**src/rtl/core/acm_pkg.sv**
```systemverilog
`default_nettype none
package acm_pkg;
  localparam int MEM_WORDS = 256;
  localparam int WORD_BITS = 32;
  localparam int ADDR_BITS = $clog2(MEM_WORDS);

  typedef logic [ADDR_BITS-1:0] addr_t;
  typedef logic [WORD_BITS-1:0] word_t;

  // item kinds
  localparam logic [1:0] OP_LOAD    = 2'd0;
  localparam logic [1:0] OP_RESTART = 2'd1;
  localparam logic [1:0] OP_EXEC    = 2'd2;

  // run status codes
  localparam logic [1:0] ST_RUN    = 2'd0;
  localparam logic [1:0] ST_HALT   = 2'd1;
  localparam logic [1:0] ST_BADOP  = 2'd2;
  localparam logic [1:0] ST_DIVZ   = 2'd3;

  // opcodes
  localparam word_t OPC_ADD    = word_t'(1);
  localparam word_t OPC_SUB    = word_t'(2);
  localparam word_t OPC_MUL    = word_t'(3);
  localparam word_t OPC_DIV    = word_t'(4);
  localparam word_t OPC_JMP    = word_t'(5);
  localparam word_t OPC_JMPN   = word_t'(6);
  localparam word_t OPC_JMPP   = word_t'(7);
  localparam word_t OPC_JMPZ   = word_t'(8);
  localparam word_t OPC_COPY   = word_t'(9);
  localparam word_t OPC_LOAD   = word_t'(10);
  localparam word_t OPC_STORE  = word_t'(11);
  localparam word_t OPC_INPUT  = word_t'(12);
  localparam word_t OPC_OUTPUT = word_t'(13);
  localparam word_t OPC_STOP   = word_t'(14);

  typedef struct packed {
    logic [1:0]  op;
    logic [7:0]  address;
    logic [31:0] data_word;
  } in_item_t;

  typedef struct packed {
    logic [7:0]  pc_out;
    logic [31:0] acc_out;
    logic        out_valid;
    logic [31:0] out_value;
    logic [1:0]  status;
  } out_item_t;

  // divider handshake
  typedef struct packed {
    logic  start;
    word_t dividend;
    word_t divisor;
  } div_req_t;

  typedef struct packed {
    logic  done;
    word_t quotient;
  } div_rsp_t;
endpackage
`default_nettype wire

```
**src/rtl/core/acm_div.sv**
```systemverilog
`default_nettype none
module acm_div (
  input  wire logic              clk,
  input  wire logic              rst,
  input  wire acm_pkg::div_req_t req,
  output acm_pkg::div_rsp_t      rsp
);
  import acm_pkg::*;

  localparam int CNT_BITS = $clog2(WORD_BITS + 1);

  logic              busy;
  logic              done;
  logic [CNT_BITS-1:0] cnt;
  word_t             rem;
  word_t             quo;
  word_t             dvs;
  logic              neg;
  logic [WORD_BITS:0] trial;

  // restoring division, one quotient bit per cycle
  assign trial = {rem, quo[WORD_BITS-1]} - {1'b0, dvs};

  always_ff @(posedge clk) begin
    if (rst) begin
      busy <= 1'b0;
      done <= 1'b0;
    end else begin
      done <= 1'b0;
      if (req.start) begin
        busy <= 1'b1;
        cnt  <= CNT_BITS'(WORD_BITS);
      end else if (busy) begin
        cnt <= cnt - 1'b1;
        if (cnt == CNT_BITS'(1)) begin
          busy <= 1'b0;
          done <= 1'b1;
        end
      end
    end
  end

  // datapath
  always_ff @(posedge clk) begin
    if (req.start) begin
      rem <= '0;
      quo <= req.dividend[WORD_BITS-1] ? word_t'(-req.dividend) : req.dividend;
      dvs <= req.divisor[WORD_BITS-1] ? word_t'(-req.divisor) : req.divisor;
      neg <= req.dividend[WORD_BITS-1] ^ req.divisor[WORD_BITS-1];
    end else if (busy) begin
      if (!trial[WORD_BITS]) begin
        rem <= trial[WORD_BITS-1:0];
        quo <= {quo[WORD_BITS-2:0], 1'b1};
      end else begin
        rem <= {rem[WORD_BITS-2:0], quo[WORD_BITS-1]};
        quo <= {quo[WORD_BITS-2:0], 1'b0};
      end
    end
  end

  assign rsp.done     = done;
  assign rsp.quotient = neg ? word_t'(-quo) : quo;
endmodule
`default_nettype wire

```
**config.mk**
```make
export PLATFORM = sky130hd
export DESIGN_NAME = acm_div
export DESIGN_NICKNAME = d
export VERILOG_FILES = /design/src/rtl/core/acm_pkg.sv /design/src/rtl/core/acm_div.sv
export SDC_FILE = /design/constraint.sdc
export NUM_CORES = 1
export LEC_CHECK = 0
export ABC_AREA = 1
export ABC_CLOCK_PERIOD_IN_PS = 2760
export BUFFER_PORTS_ARGS = -buffer_cell sky130_fd_sc_hd__clkbuf_2
export CELL_PAD_IN_SITES_DETAIL_PLACEMENT = 1
export CELL_PAD_IN_SITES_GLOBAL_PLACEMENT = 1
export CORE_MARGIN = 2
export CORE_UTILIZATION = 30
export DETAILED_ROUTE_END_ITERATION = 16
export GPL_TIMING_DRIVEN = 0
export PLACE_DENSITY_LB_ADDON = 0.1
export SETUP_SLACK_MARGIN = 0.3
export SLEW_MARGIN = 15
export SYNTH_ARGS = -nofsm -noshare
export SYNTH_HDL_FRONTEND = slang
export SYNTH_SLANG_ARGS = --single-unit
```
**constraint.sdc**
```tcl
create_clock -name clk -period 2.76 [get_ports clk]
set_input_delay 0 -clock clk [delete_from_list [all_inputs] [get_ports clk]]
set_output_delay 0 -clock clk [all_outputs]
set_load 0.05 [all_outputs]
```
==> flow_summary.yaml <==
hold_path:
  holdPathStages: 2
  min_from: "req[9]"
  hold_path.class: "in2reg"
  min_to: "dvs[9]"
clock_network:
  clockBufferDepth: 2
  path_clk_slew_ns: 0.08
  h-tree-depth: 3
  clockRootBuffer: "clkbuf_16"
  clock_latency_ns: 0.36
  cts_buffers: 9
  cts_tree: "done"
  clock-sinks: 105
cells_and_area:
  final_cell_mix: "nand2_1 (449), inv_1 (268), nor2_1 (113)"
  final_common_cell: "nand2_1"
  drive_gt1_share_pct: 20.5
  nets: 1744
  syn2layout_area_growth_pct: 33.0
worst_setup_path:
  path_delay_family: "simple AND/OR/NAND/NOR gates"
  reg2reg_depth: 19
  crit_top_cell: "nand2_2"
  crit_path_start_kind: "flip-flop"
  cp_num_cells: 19
  path_max_fanout: 6
  timing.critical_path.buf_inv: 5
  rr_startpoint: "quo[31]"
  end_kind: "flip-flop"
  max_stage_delay_ns: 0.40
  slowest_stage: "edfxtp_1"
  reg2reg_slack_ns: 0.25
  r2r_end: "rem[16]"
  cp.required_ns: 3.06
  critical_path_class: "reg2reg"
  worstPathArrival_ns: 2.82
  worstPathCellList: "inv_2 -> ha_4 -> fa_2 -> inv_2 -> nand2_2 -> nand2_2 -> nand3_2 -> nand2_2 -> nand2_2 -> nand2_4 -> nand2_4 -> buf_6 -> nand3_4 -> nand2_8 -> buf_6 -> buf_12 -> nand2_4 -> nand3_2 -> nand2_1"
placed_design:
  numPortBuffers: 99
  globalplace.congestion: 0.871
  dpl.hpwl_um: 26000
die:
  core_um2: 30500
  io_pins: 100
  die_width_um: 180
  die_h_um: 180
  die-area_um2: 32300
  start_util_pct: 30.4
  std_cell_rows: 64
timing:
  hold_viol: 0
  setup_viol: 0
  worst_pin_slew_ns: 0.791
  worst_slew_margin_rel_pct: 47.3
  finalCriticalPeriod_ns: 2.51
  rsz0062_at_grt: "true"
  holdWs_ns: 0.0164
  finClkSkew_ns: 0.0119
  fin_crit_sh_pct: 91.1
  final_max_slew_viol_count: 0
  fmax_ghz: 0.398
global_routing:
  grt_use_met3_pct: 2.47
  grt_pass1_wl_um: 52100
  grt_usage_pct: 20.4
  use_met1_pct: 24.9
  antenna_found_initial: 4
  grt_overflow: 0
  grt_pass1_vias: 9777
  grt_use_met2_pct: 38.0
  busiest_layer: "met2"
  grt_max_degree: 35
synth:
  synth_edf_count: 71
  synth_ff_type: "edfxtp_1"
  synth_seq_cells: 105
  synth_nets: 1559
  netlist_area_um2: 9270
  ys_top_cells_by_area: "edfxtp_1 (23%), nand2_1 (21%), inv_1 (11%)"
  async_flop_share_pct: 0
  yosys.area.top_type: "edfxtp_1"
  synth_cell_types: 48
  synth_warnings: 0
  netlist_instances: 1454
  synthDominantCellAreaShare_pct: 23.0
  synth_seq_area_share_pct: 30.3
  postSynthAreaPerCell_um2: 6.37
flow_run:
  cap_violations: 0
power_and_ir_drop:
  power_density_nw_per_um2: 399
  irDropWorstVdd_mv: 0.338
  leakagePower_nw: 6.20
  power_w: 0.00492
detailed_routing:
  drtAntennaViolNets: 0
  drcViolationCount: 0
  wirelength_um: 33200
  drtIter0Drc: 325
  via_per_inst: 4.60
  drt_pass1_iterations: 4
  vias: 9398
  wl_per_cell_um: 16.2
status:
  status: "complete, no violations"
-- worst max path at each step --
stage | start | endpoint
floorplan | quo[0] | rsp[28]
global placement | req[64] | quo[0]
detailed placement | req[64] | quo[0]
CTS | quo[1] | rsp[28]
global route | quo[31] | rem[25]
finish | quo[31] | rem[16]
-- layout make-up --
type / count / area, um^2
diodes: 3 / 7.51
plain buffers: 30 / 201
clock buffers: 9 / 225
clock inverters: 7 / 61.3
fillers: 3947 / 18200
inverters: 281 / 1060
multi-input cells: 1038 / 6000
flip-flops and latches: 105 / 2810
well taps: 396 / 495
repair buffers: 174 / 1470
-- per-layer routing --
| metal | vias up | share of wire (%) |
|---|---|---|
| met5 | - | 0.039 |
| li1 | 4844 | - |
| met1 | 4435 | 45 |
| met4 | 2 | 1.5 |
| met3 | 24 | 1.8 |
| met2 | 93 | 52 |
-- report_power, final --
group	switching [W]	leakage [nW]	internal, W	total [W]
registers	0.0000897	0.982	0.00183	0.00192
clock network	0.000673	0.142	0.000634	0.00131
logic	0.00115	5.08	0.000553	0.00170
-- flip-flops by register name, indices dropped and copies added (netlist names) --
register,flops
dvs,32
quo,32
rem,32
cnt,6
busy,1
done,1
neg,1
-- cells by family after synthesis --
group                    count (synthesis)  share of synthesized area, %
AND/OR/NAND/NOR                        806                          36.8
buffers and inverters                  311                          13.1
AO/OA/AOI/OAI                          106                          6.25
flip-flops                             105                          30.3
XOR/XNOR                                88                          8.32
adder cells (fa/ha/maj)                 38                          5.21
-- metrics by stage --
step / instance area, um^2 / instances / utilization, % / TNS (ns) / setup slack (ns)
final: 12300 / 2043 / 40.4 / 0 / 0.246
after global routing: 12300 / 2043 / 40.4 / 0 / 0.131
after floorplan: 9270 / 1454 / - / 0 / 0.394
after detailed placement: 10300 / 1949 / 33.6 / -11.94 / -0.342
after CTS: 11800 / 2027 / 38.7 / 0 / 0.167
after global placement: 10300 / 1949 / 33.6 / -22.21 / -0.681
-- worst reg2reg max path, stage by stage, from the launching register on --
cell	delay (ns)
edfxtp_1	0.40
inv_2	0.10
ha_4	0.18
fa_2	0.35
inv_2	0.08
nand2_2	0.06
nand2_2	0.08
nand3_2	0.07
nand2_2	0.10
nand2_2	0.07
nand2_4	0.09
nand2_4	0.08
buf_6	0.12
nand3_4	0.08
nand2_8	0.10
buf_6	0.14
buf_12	0.14
nand2_4	0.06
nand3_2	0.06
nand2_1	0.09
-- repair_timing --
item,CTS,global route
endpoints found under the hold margin,31,0
setup endpoints to repair,81,52
cloned,4,1
hold buffers,30,0
pin swaps,46,64
resized for setup,139,120
buffers inserted,28,12
-- synth_stat cells, drive strengths merged, types with 2 or more instances --
cell / count
nand2: 517
inv: 280
nor2: 124
nand3: 91
edfxtp: 71
xor2: 57
o21ai: 53
ha: 37
a21oi: 34
dfxtp: 34
xnor2: 31
nor3: 29
clkbuf: 21
nand4: 13
or2: 12
buf: 9
nor4: 8
and2: 6
a31oi: 4
o211ai: 3
o31ai: 3
a21o: 2
nand3b: 2
o21a: 2
o21bai: 2
o22ai: 2
Power figures use the tool's default switching activity.
